[src/sv/hmmv_pkg.sv]
// Shared types, codes and the saturating cost add for the HMM Viterbi metric update.
// Used by hmmv_ctrl, hmmv_datapath and hmm_viterbi_metric_update_core.
// No dependencies.
package hmmv_pkg;

  localparam int unsigned COST_W = 20;
  localparam int unsigned IDX_W  = 4;
  localparam int unsigned OP_W   = 3;
  localparam logic [COST_W-1:0] COST_INF = {COST_W{1'b1}};

  typedef enum logic [OP_W-1:0] {
    OP_LOAD_START = 3'd0,
    OP_LOAD_TRANS = 3'd1,
    OP_LOAD_EMIT  = 3'd2,
    OP_FIRST_SYM  = 3'd3,
    OP_NEXT_SYM   = 3'd4
  } op_e;

  typedef enum logic [2:0] {
    CTL_IDLE,
    CTL_RUN,
    CTL_DRAIN,
    CTL_COMMIT,
    CTL_REPORT
  } ctl_state_e;

  typedef struct packed {
    logic [OP_W-1:0]   operation;
    logic [IDX_W-1:0]  from_state;
    logic [IDX_W-1:0]  to_state;
    logic [IDX_W-1:0]  symbol;
    logic [COST_W-1:0] cost;
  } in_word_t;

  typedef struct packed {
    logic [IDX_W-1:0]  state_index;
    logic [COST_W-1:0] metric;
    logic              last;
  } out_word_t;

  // Controller to datapath commands
  typedef struct packed {
    logic             wr_start;
    logic             wr_trans;
    logic             wr_emit;
    logic             latch_sym;
    logic             issue;
    logic             seed;
    logic             first_col;
    logic             last_col;
    logic [IDX_W-1:0] row;
    logic [IDX_W-1:0] col;
    logic             commit;
    logic             out_load;
    logic [IDX_W-1:0] out_idx;
    logic             out_last;
  } cmd_t;

  // Datapath to controller status
  typedef struct packed {
    logic pipe_busy;
    logic out_free;
  } sts_t;

  function automatic logic [COST_W-1:0] sat_add(input logic [COST_W-1:0] a,
                                                input logic [COST_W-1:0] b);
    logic [COST_W:0] s;
    s = {1'b0, a} + {1'b0, b};
    if (s >= {1'b0, COST_INF}) begin
      return COST_INF;
    end
    return s[COST_W-1:0];
  endfunction

endpackage

[src/sv/hmmv_datapath.sv]
// Datapath: cost tables, path metrics, add-compare-select pipeline, result register.
// Depends on hmmv_pkg; driven by hmmv_ctrl through cmd_t, reports through sts_t.
module hmmv_datapath import hmmv_pkg::*; #(
  parameter int unsigned NUM_STATES  = 4,
  parameter int unsigned NUM_SYMBOLS = 4
) (
  input  logic      clk_i,
  input  logic      rst_ni,
  input  in_word_t  in_word_i,
  input  cmd_t      cmd_i,
  output sts_t      sts_o,
  input  logic      out_stall_i,
  output logic      out_valid_o,
  output out_word_t out_word_o
);

  localparam int unsigned SW       = $clog2(NUM_STATES);
  localparam int unsigned SYW      = $clog2(NUM_SYMBOLS);
  localparam int unsigned TR_DEPTH = NUM_STATES * NUM_STATES;
  localparam int unsigned TR_AW    = $clog2(TR_DEPTH);
  localparam int unsigned EM_DEPTH = NUM_STATES * NUM_SYMBOLS;
  localparam int unsigned EM_AW    = $clog2(EM_DEPTH);

  logic [COST_W-1:0] start_q [NUM_STATES];
  logic [COST_W-1:0] pm_q    [NUM_STATES];
  logic [COST_W-1:0] nxt_q   [NUM_STATES];

  logic [COST_W-1:0] tr_mem [TR_DEPTH];
  logic [TR_DEPTH-1:0] tr_vld_q;
  logic [COST_W-1:0] em_mem [EM_DEPTH];
  logic [EM_DEPTH-1:0] em_vld_q;

  logic [SW-1:0]  wr_to_s, wr_from_s, row_s, col_s, out_idx_s;
  logic [SYW-1:0] wr_sym_s;
  logic [TR_AW-1:0] tr_waddr, tr_raddr;
  logic [EM_AW-1:0] em_waddr, em_raddr;

  logic [SYW-1:0] sym_q;
  logic           sym_ok_q;

  // stage 1: table reads
  logic              s1_vld_q, s1_first_q, s1_last_q, s1_seed_q;
  logic [SW-1:0]     s1_row_q;
  logic [COST_W-1:0] a_q, tr_rd_q, em_rd_q;
  logic              tr_rv_q, em_rv_q;
  logic [COST_W-1:0] b1, e1;
  // stage 2: path plus transition
  logic              s2_vld_q, s2_first_q, s2_last_q;
  logic [SW-1:0]     s2_row_q;
  logic [COST_W-1:0] c_q, e2_q;
  // stage 3: running minimum
  logic              s3_vld_q;
  logic [SW-1:0]     s3_row_q;
  logic [COST_W-1:0] best_q, e3_q;

  logic      out_valid_q;
  out_word_t out_word_q;

  assign wr_to_s   = in_word_i.to_state[SW-1:0];
  assign wr_from_s = in_word_i.from_state[SW-1:0];
  assign wr_sym_s  = in_word_i.symbol[SYW-1:0];
  assign row_s     = cmd_i.row[SW-1:0];
  assign col_s     = cmd_i.col[SW-1:0];
  assign out_idx_s = cmd_i.out_idx[SW-1:0];

  assign tr_waddr = TR_AW'(TR_AW'(wr_from_s) * TR_AW'(NUM_STATES)) + TR_AW'(wr_to_s);
  assign tr_raddr = TR_AW'(TR_AW'(col_s) * TR_AW'(NUM_STATES)) + TR_AW'(row_s);
  assign em_waddr = EM_AW'(EM_AW'(wr_to_s) * EM_AW'(NUM_SYMBOLS)) + EM_AW'(wr_sym_s);
  assign em_raddr = EM_AW'(EM_AW'(row_s) * EM_AW'(NUM_SYMBOLS)) + EM_AW'(sym_q);

  // start costs and path metrics
  always_ff @(posedge clk_i or negedge rst_ni) begin
    if (!rst_ni) begin
      for (int n = 0; n < NUM_STATES; n++) begin
        start_q[n] <= COST_INF;
        pm_q[n]    <= COST_INF;
      end
    end else begin
      if (cmd_i.wr_start) begin
        start_q[wr_to_s] <= in_word_i.cost;
      end
      if (cmd_i.commit) begin
        pm_q <= nxt_q;
      end
    end
  end

  // transition and emission memories
  always_ff @(posedge clk_i) begin
    if (cmd_i.wr_trans) begin
      tr_mem[tr_waddr] <= in_word_i.cost;
    end
    tr_rd_q <= tr_mem[tr_raddr];
  end

  always_ff @(posedge clk_i) begin
    if (cmd_i.wr_emit) begin
      em_mem[em_waddr] <= in_word_i.cost;
    end
    em_rd_q <= em_mem[em_raddr];
  end

  // an entry never written reads as unreachable
  always_ff @(posedge clk_i or negedge rst_ni) begin
    if (!rst_ni) begin
      tr_vld_q <= '0;
      em_vld_q <= '0;
      tr_rv_q  <= 1'b0;
      em_rv_q  <= 1'b0;
    end else begin
      if (cmd_i.wr_trans) begin
        tr_vld_q[tr_waddr] <= 1'b1;
      end
      if (cmd_i.wr_emit) begin
        em_vld_q[em_waddr] <= 1'b1;
      end
      tr_rv_q <= tr_vld_q[tr_raddr];
      em_rv_q <= em_vld_q[em_raddr];
    end
  end

  always_ff @(posedge clk_i) begin
    if (cmd_i.latch_sym) begin
      sym_q    <= wr_sym_s;
      sym_ok_q <= {1'b0, in_word_i.symbol} < (IDX_W + 1)'(NUM_SYMBOLS);
    end
  end

  // pipeline control
  always_ff @(posedge clk_i or negedge rst_ni) begin
    if (!rst_ni) begin
      s1_vld_q <= 1'b0;
      s2_vld_q <= 1'b0;
      s3_vld_q <= 1'b0;
    end else begin
      s1_vld_q <= cmd_i.issue;
      s2_vld_q <= s1_vld_q;
      s3_vld_q <= s2_vld_q && s2_last_q;
    end
  end

  assign b1 = s1_seed_q ? '0 : (tr_rv_q ? tr_rd_q : COST_INF);
  assign e1 = (em_rv_q && sym_ok_q) ? em_rd_q : COST_INF;

  always_ff @(posedge clk_i) begin
    s1_first_q <= cmd_i.first_col;
    s1_last_q  <= cmd_i.last_col;
    s1_seed_q  <= cmd_i.seed;
    s1_row_q   <= row_s;
    a_q        <= cmd_i.seed ? start_q[row_s] : pm_q[col_s];

    s2_first_q <= s1_first_q;
    s2_last_q  <= s1_last_q;
    s2_row_q   <= s1_row_q;
    c_q        <= sat_add(a_q, b1);
    e2_q       <= e1;

    if (s2_vld_q) begin
      best_q <= (s2_first_q || (c_q < best_q)) ? c_q : best_q;
    end
    s3_row_q <= s2_row_q;
    e3_q     <= e2_q;

    if (s3_vld_q) begin
      nxt_q[s3_row_q] <= sat_add(best_q, e3_q);
    end
  end

  // result register
  always_ff @(posedge clk_i or negedge rst_ni) begin
    if (!rst_ni) begin
      out_valid_q <= 1'b0;
    end else if (cmd_i.out_load) begin
      out_valid_q <= 1'b1;
    end else if (!out_stall_i) begin
      out_valid_q <= 1'b0;
    end
  end

  always_ff @(posedge clk_i) begin
    if (cmd_i.out_load) begin
      out_word_q.state_index <= cmd_i.out_idx;
      out_word_q.metric      <= pm_q[out_idx_s];
      out_word_q.last        <= cmd_i.out_last;
    end
  end

  assign sts_o.pipe_busy = s1_vld_q || s2_vld_q || s3_vld_q;
  assign sts_o.out_free  = !out_valid_q || !out_stall_i;
  assign out_valid_o     = out_valid_q;
  assign out_word_o      = out_word_q;

endmodule

[src/sv/hmmv_ctrl.sv]
// Controller: accepts input words, sequences table loads, the state-pair sweep and reporting.
// Depends on hmmv_pkg; drives hmmv_datapath through cmd_t.
module hmmv_ctrl import hmmv_pkg::*; #(
  parameter int unsigned NUM_STATES  = 4,
  parameter int unsigned NUM_SYMBOLS = 4
) (
  input  logic     clk_i,
  input  logic     rst_ni,
  input  logic     in_valid_i,
  output logic     in_stall_o,
  input  in_word_t in_word_i,
  input  sts_t     sts_i,
  output cmd_t     cmd_o
);

  localparam int unsigned SW  = $clog2(NUM_STATES);
  localparam int unsigned CHK = IDX_W + 1;

  ctl_state_e state_q, state_d;
  logic [SW-1:0] row_q, col_q;
  logic          seed_q;

  logic accept, is_sym_op, to_ok, from_ok, sym_ok, last_col, last_row, last_issue;
  op_e  op;

  assign op        = op_e'(in_word_i.operation);
  assign accept    = in_valid_i && (state_q == CTL_IDLE);
  assign is_sym_op = (op == OP_FIRST_SYM) || (op == OP_NEXT_SYM);
  assign to_ok     = {1'b0, in_word_i.to_state}   < CHK'(NUM_STATES);
  assign from_ok   = {1'b0, in_word_i.from_state} < CHK'(NUM_STATES);
  assign sym_ok    = {1'b0, in_word_i.symbol}     < CHK'(NUM_SYMBOLS);
  assign last_col  = seed_q || (col_q == SW'(NUM_STATES - 1));
  assign last_row  = row_q == SW'(NUM_STATES - 1);
  assign last_issue = last_col && last_row;

  always_comb begin
    state_d = state_q;
    case (state_q)
      CTL_IDLE: begin
        if (accept && is_sym_op) begin
          state_d = CTL_RUN;
        end
      end
      CTL_RUN: begin
        if (last_issue) begin
          state_d = CTL_DRAIN;
        end
      end
      CTL_DRAIN: begin
        if (!sts_i.pipe_busy) begin
          state_d = CTL_COMMIT;
        end
      end
      CTL_COMMIT: begin
        state_d = CTL_REPORT;
      end
      CTL_REPORT: begin
        if (sts_i.out_free && last_row) begin
          state_d = CTL_IDLE;
        end
      end
      default: begin
        state_d = CTL_IDLE;
      end
    endcase
  end

  always_comb begin
    cmd_o      = '0;
    in_stall_o = 1'b1;
    case (state_q)
      CTL_IDLE: begin
        in_stall_o = 1'b0;
        if (accept) begin
          cmd_o.wr_start  = (op == OP_LOAD_START) && to_ok;
          cmd_o.wr_trans  = (op == OP_LOAD_TRANS) && to_ok && from_ok;
          cmd_o.wr_emit   = (op == OP_LOAD_EMIT) && to_ok && sym_ok;
          cmd_o.latch_sym = is_sym_op;
        end
      end
      CTL_RUN: begin
        cmd_o.issue     = 1'b1;
        cmd_o.seed      = seed_q;
        cmd_o.first_col = col_q == '0;
        cmd_o.last_col  = last_col;
        cmd_o.row       = IDX_W'(row_q);
        cmd_o.col       = IDX_W'(col_q);
      end
      CTL_COMMIT: begin
        cmd_o.commit = 1'b1;
      end
      CTL_REPORT: begin
        cmd_o.out_load = sts_i.out_free;
        cmd_o.out_idx  = IDX_W'(row_q);
        cmd_o.out_last = last_row;
      end
      default: begin
        cmd_o = '0;
      end
    endcase
  end

  always_ff @(posedge clk_i or negedge rst_ni) begin
    if (!rst_ni) begin
      state_q <= CTL_IDLE;
      row_q   <= '0;
      col_q   <= '0;
      seed_q  <= 1'b0;
    end else begin
      state_q <= state_d;
      case (state_q)
        CTL_IDLE: begin
          if (accept && is_sym_op) begin
            row_q  <= '0;
            col_q  <= '0;
            seed_q <= op == OP_FIRST_SYM;
          end
        end
        CTL_RUN: begin
          // advance column, wrap into next row
          if (last_col) begin
            col_q <= '0;
            row_q <= row_q + 1'b1;
          end else begin
            col_q <= col_q + 1'b1;
          end
        end
        CTL_COMMIT: begin
          row_q <= '0;
        end
        CTL_REPORT: begin
          if (sts_i.out_free) begin
            row_q <= row_q + 1'b1;
          end
        end
        default: begin
          row_q <= row_q;
        end
      endcase
    end
  end

  a_load_when_free: assert property (@(posedge clk_i) disable iff (!rst_ni)
    cmd_o.out_load |-> sts_i.out_free)
    else $error("result loaded while output register occupied");

  a_commit_after_drain: assert property (@(posedge clk_i) disable iff (!rst_ni)
    (state_q == CTL_COMMIT) |-> !sts_i.pipe_busy)
    else $error("metrics committed with pipeline still busy");

  a_idle_pipe_empty: assert property (@(posedge clk_i) disable iff (!rst_ni)
    (state_q == CTL_IDLE) |-> !sts_i.pipe_busy)
    else $error("pipeline active while idle");

  a_sweep_ends: assert property (@(posedge clk_i) disable iff (!rst_ni)
    ((state_q == CTL_RUN) && last_issue) |=> (state_q == CTL_DRAIN) && sts_i.pipe_busy)
    else $error("sweep did not hand over to drain");

endmodule

[src/sv/hmm_viterbi_metric_update_core.sv]
// A first-symbol word sweeps NUM_STATES state pairs and a next-symbol word all
// NUM_STATES*NUM_STATES pairs through the single add-compare-select pipeline, which
// visits one state pair a cycle; then follow pipeline drain, commit and one result word
// per state, and output stalls hold off the result words.
// One word is in work at a time. After reset all cost tables and path metrics read as
// unreachable at once; no clearing pass.
module hmm_viterbi_metric_update_core import hmmv_pkg::*; #(
  parameter int unsigned NUM_STATES  = 4,
  parameter int unsigned NUM_SYMBOLS = 4
) (
  input  logic      clk_i,
  input  logic      rst_ni,
  input  logic      in_valid_i,
  output logic      in_stall_o,
  input  in_word_t  in_word_i,
  output logic      out_valid_o,
  input  logic      out_stall_i,
  output out_word_t out_word_o
);

  cmd_t cmd;
  sts_t sts;

  hmmv_ctrl #(
    .NUM_STATES  (NUM_STATES),
    .NUM_SYMBOLS (NUM_SYMBOLS)
  ) u_ctrl (
    .clk_i      (clk_i),
    .rst_ni     (rst_ni),
    .in_valid_i (in_valid_i),
    .in_stall_o (in_stall_o),
    .in_word_i  (in_word_i),
    .sts_i      (sts),
    .cmd_o      (cmd)
  );

  hmmv_datapath #(
    .NUM_STATES  (NUM_STATES),
    .NUM_SYMBOLS (NUM_SYMBOLS)
  ) u_datapath (
    .clk_i       (clk_i),
    .rst_ni      (rst_ni),
    .in_word_i   (in_word_i),
    .cmd_i       (cmd),
    .sts_o       (sts),
    .out_stall_i (out_stall_i),
    .out_valid_o (out_valid_o),
    .out_word_o  (out_word_o)
  );

endmodule

[config.mk]
export PLATFORM = sky130hd
export DESIGN_NAME = hmm_viterbi_metric_update_core
export DESIGN_NICKNAME = d
export VERILOG_FILES = /design/src/sv/hmmv_pkg.sv /design/src/sv/hmmv_datapath.sv /design/src/sv/hmmv_ctrl.sv /design/src/sv/hmm_viterbi_metric_update_core.sv
export SDC_FILE = /design/constraint.sdc
export NUM_CORES = 1
export LEC_CHECK = 0
export ABC_AREA = 1
export BUFFER_PORTS_ARGS = -buffer_cell sky130_fd_sc_hd__buf_2
export CORE_UTILIZATION = 36
export CTS_BUF_LIST = sky130_fd_sc_hd__clkbuf_8
export DETAILED_ROUTE_END_ITERATION = 12
export PLACE_DENSITY = 0.49
export SYNTH_ARGS = -nofsm -noshare
export SYNTH_HDL_FRONTEND = slang
export SYNTH_SLANG_ARGS = --single-unit
[constraint.sdc]
create_clock -name clk_i -period 3.8 [get_ports clk_i]
set_input_delay 0.19 -clock clk_i [delete_from_list [all_inputs] [get_ports clk_i]]
set_output_delay 0.19 -clock clk_i [all_outputs]
set_load 0.01 [all_outputs]
==> flow_metrics.tcl <==
set metrics [dict create \
    syn_area_sq_um 45160 \
    synthXorXnorAreaFrac_pct 0.2133 \
    synth-seq-cells 1103 \
    ys_types 45 \
    hold_ws_ns 0.08355 \
    drt-wirelength-per-cell_um 22.04 \
    timing.fmax_mhz 305.6 \
    finClkSkew_ns 0.06428 \
    synth_top_family_by_area "compound AO/OA/AOI/OAI gates" \
    cp.required_ns 4.37 \
    clk_pin_slew_ns 0.06 \
    violations "DRC" \
    multi_input_area_sq_um 12190 \
    clock_path_buffers 3 \
    regToRegSetupSlack_ns 0.53 \
    synthCells 3864 \
    area_growth_pct 15.54 \
    drive_above_1_share_pct 17.09 \
    drc_errors 8 \
    synth_compound_area_share_pct 12.67 \
    grt_pass1_wl_um 193300 \
    ctsHtreeMaxLevel 4 \
    vias 29830 \
    cts_inserted_buffers 189 \
    synth_edf_count 766 \
    fin_ws_ns 0.5280 \
    regArea_sq_um 30980 \
    vias_per_cell 5.070 \
    die_y_um 356.2 \
    wl_um 129700 \
    dp_slack_ns 0.5408 \
    end_kind "flop" \
    start_util_pct 36.38 \
    yosys.area_share.simple_pct 9.185 \
    critPathKind "reg -> reg" \
    antenna_found_initial 9 \
    avgSynthCellArea_sq_um 11.69 \
    hold_path.class "in -> reg" \
    num-nets-final 4178 \
    cts.sinks 1103 \
    grt_max_degree 103 \
    firstDrtPassIters 12 \
    relSlewSlack_pct 21.68 \
    status "finished with violations" \
    power.density_nw_per_um2 704.8 \
    rr_worst_depth 12 \
    worst_pin_slew_ns 1.175 \
    synthMuxAreaShare_pct 2.796 \
    hold_path_depth 8 \
    rsz0062_at_grt "no" \
    finalSetupTns_ns 0 \
    maxSlewViolCount 0 \
    met2_usage_pct 32.71 \
    drv_cap 0 \
    use_met1_pct 28.90 \
    finish.instance_area_sq_um 52180 \
    worstSkewPairLatency_ns 0.89 \
    finalCritPeriodShare_pct 86.11 \
    grt_pass1_vias 29714 \
    grtUsageMet3_pct 3.182 \
    gp_congestion 0.8612 \
    cp-startpoint "u_datapath.best_q[0]" \
    cp_max_fo 11 \
    nFillCells 11774 \
    p_leak_uw 0.01986 \
    cts_tree "yes" \
    design.core.area_sq_um 124100 \
    drtAntennaViolNets 0 \
    r2r-end "u_datapath.nxt_q[76]" \
    hp-start "in_word_i[26]" \
    synthArstFlopShare_pct 18.68 \
    busiest_layer "met2" \
    place_hpwl_um 76970 \
    total_power_uw 36770 \
    initialDrtViolationCount 2504 \
    hold_viol 0 \
    period_needed_ns 3.272 \
    grtUsageTotal_pct 20.50 \
    die_w_um 356.2 \
    setup_viol 0 \
    rows 129 \
    peakVddDrop_uv 381.4 \
    startpoint_type "flop" \
    worstHoldEndpoint "u_datapath.em_vld_q[3]" \
    dpl_cell_area_sq_um 47970 \
    critPathArrivalTime_ns 3.85 \
    grt-ovfl-total 0 \
    die_area_sq_um 126900 \
    r2r-start "u_datapath.best_q[0]" \
    ys_warn_count 0 \
    synthFlopType "edfxtp_1" \
    boundaryPins 66 \
    cts_resized 0 \
    root_buffer "clkbuf_8" \
    synth_fa_ha_area_share_pct 1.807 \
    io_buffers 63 \
    ys_seq_area_share_pct 68.60 \
]
[cells in the final DEF (no fill, tap or decap), types with 12 or more instances in the layout]
cell type | Yosys | layout
a21oi_1 | 251 | 251
a31oi_1 | 22 | 22
buf_12 | 0 | 21
buf_2 | 64 | 62
buf_4 | 3 | 101
clkbuf_8 | 0 | 220
clkinv_1 | 1 | 38
clkinv_2 | 0 | 15
dfrtp_1 | 46 | 46
dfstp_2 | 160 | 160
dfxtp_1 | 131 | 131
dlygate4sd3_1 | 0 | 46
edfxtp_1 | 766 | 766
ha_1 | 62 | 62
inv_1 | 326 | 397
mux2_2 | 41 | 41
mux2i_1 | 80 | 80
nand2_1 | 378 | 377
nand3_1 | 123 | 123
nand4_1 | 12 | 12
nor2_1 | 413 | 377
nor2_2 | 1 | 35
nor3_1 | 17 | 13
o211ai_1 | 98 | 98
o21ai_0 | 528 | 528
o221ai_1 | 68 | 68
o22ai_1 | 38 | 38
or2_2 | 35 | 35
[worst max-delay path by stage]
stage / end / slack (ns) / cells past startpoint
final: u_datapath.nxt_q[76] / 0.53 / 12
after global routing: u_datapath.nxt_q[76] / 0.33 / 12
after CTS: u_datapath.nxt_q[76] / 0.52 / 12
after detailed placement: u_datapath.nxt_q[36] / 0.54 / 12
after global placement: u_datapath.nxt_q[52] / 0.56 / 12
after floorplan: u_datapath.best_q[0] / 0.62 / 9
[power breakdown]
| group | total, uW | internal (uW) | switching (uW) |
|---|---|---|---|
| logic | 10700 | 3350 | 7380 |
| clock network | 10500 | 5510 | 4950 |
| registers | 15600 | 14800 | 777 |
| total | 36800 | 23700 | 13100 |
[state kept, by name, indices dropped and copies added, names as in the netlist, 23 cells and up]
| name | cells |
|---|---|
| u_datapath.pm_q | 80 |
| u_datapath.out_word_o | 23 |
| u_datapath.tr_mem | 320 |
| u_datapath.nxt_q | 80 |
| u_datapath.start_q | 80 |
| u_datapath.em_mem | 320 |
[stage by stage]
stage	cells	util, %
floorplan	3865	-
global placement	5475	38.65
detailed placement	5475	38.65
CTS	5879	42.03
global route	5882	42.03
finish	5884	42.04
[layer usage]
metal	part of all wire, %	vias up
li1	-	14158
met1	46	14718
met2	47	750
met3	5.2	204
met4	2.1	0
met5	0	-
[Yosys cell counts, types with 4 or more instances]
library cell	count	area, sq um
edfxtp_1	766	23000
o21ai_0	528	2643
nor2_1	413	1550
nand2_1	378	1419
inv_1	326	1224
a21oi_1	251	1256
dfstp_2	160	4204
clkbuf_1	137	514.2
dfxtp_1	131	2623
nand3_1	123	615.6
o211ai_1	98	735.7
mux2i_1	80	800.8
o221ai_1	68	595.6
buf_2	64	320.3
ha_1	62	775.7
dfrtp_1	46	1151
mux2_2	41	461.7
o22ai_1	38	237.7
or2_2	35	219.0
a31oi_1	22	137.6
nor3_1	17	85.08
nand4_1	12	75.07
buf_1	8	30.03
xor2_1	8	70.07
or2_1	6	37.54
nand3b_1	5	37.54
inv_2	4	15.01
nor2_4	4	45.04
nor4_1	4	25.02
o21bai_1	4	30.03
[cell type report]
type,count,share of cell area (%)
antenna,5,0.02398
clock buffer,220,5.803
clock inverter,138,1.350
inverter,331,2.393
multi-input combinational,2219,23.36
sequential,1103,59.38
tap,1637,3.926
timing repair buffer,231,3.765
[worst max-delay path, stage by stage, from the launching register on]
cell	delay (ns)
edfxtp_1	0.40
ha_1	0.23
fa_1	0.50
nand3_1	0.10
nand3_1	0.12
nand2_1	0.08
nand2_1	0.11
a21oi_1	0.18
xor2_1	0.32
nor2_1	0.11
nand3_1	0.38
buf_4	0.29
nand3_1	0.16
[what timing repair did]
action | CTS | global route
hold endpoints to repair | 914 | 0
endpoints found under the setup margin | 0 | 0
buffers inserted | 0 | 0
hold buffers | 46 | 0
[cell families after synthesis]
family / after synthesis
DFF: 1103
AOI/OAI and AO/OA: 1021
and+or+nand+nor: 1000
buffers and inverters: 543
muxes: 121
adders and majority gates: 64
xor gates and xnor gates: 11
other: 1
(Power assumes the default switching activity.)
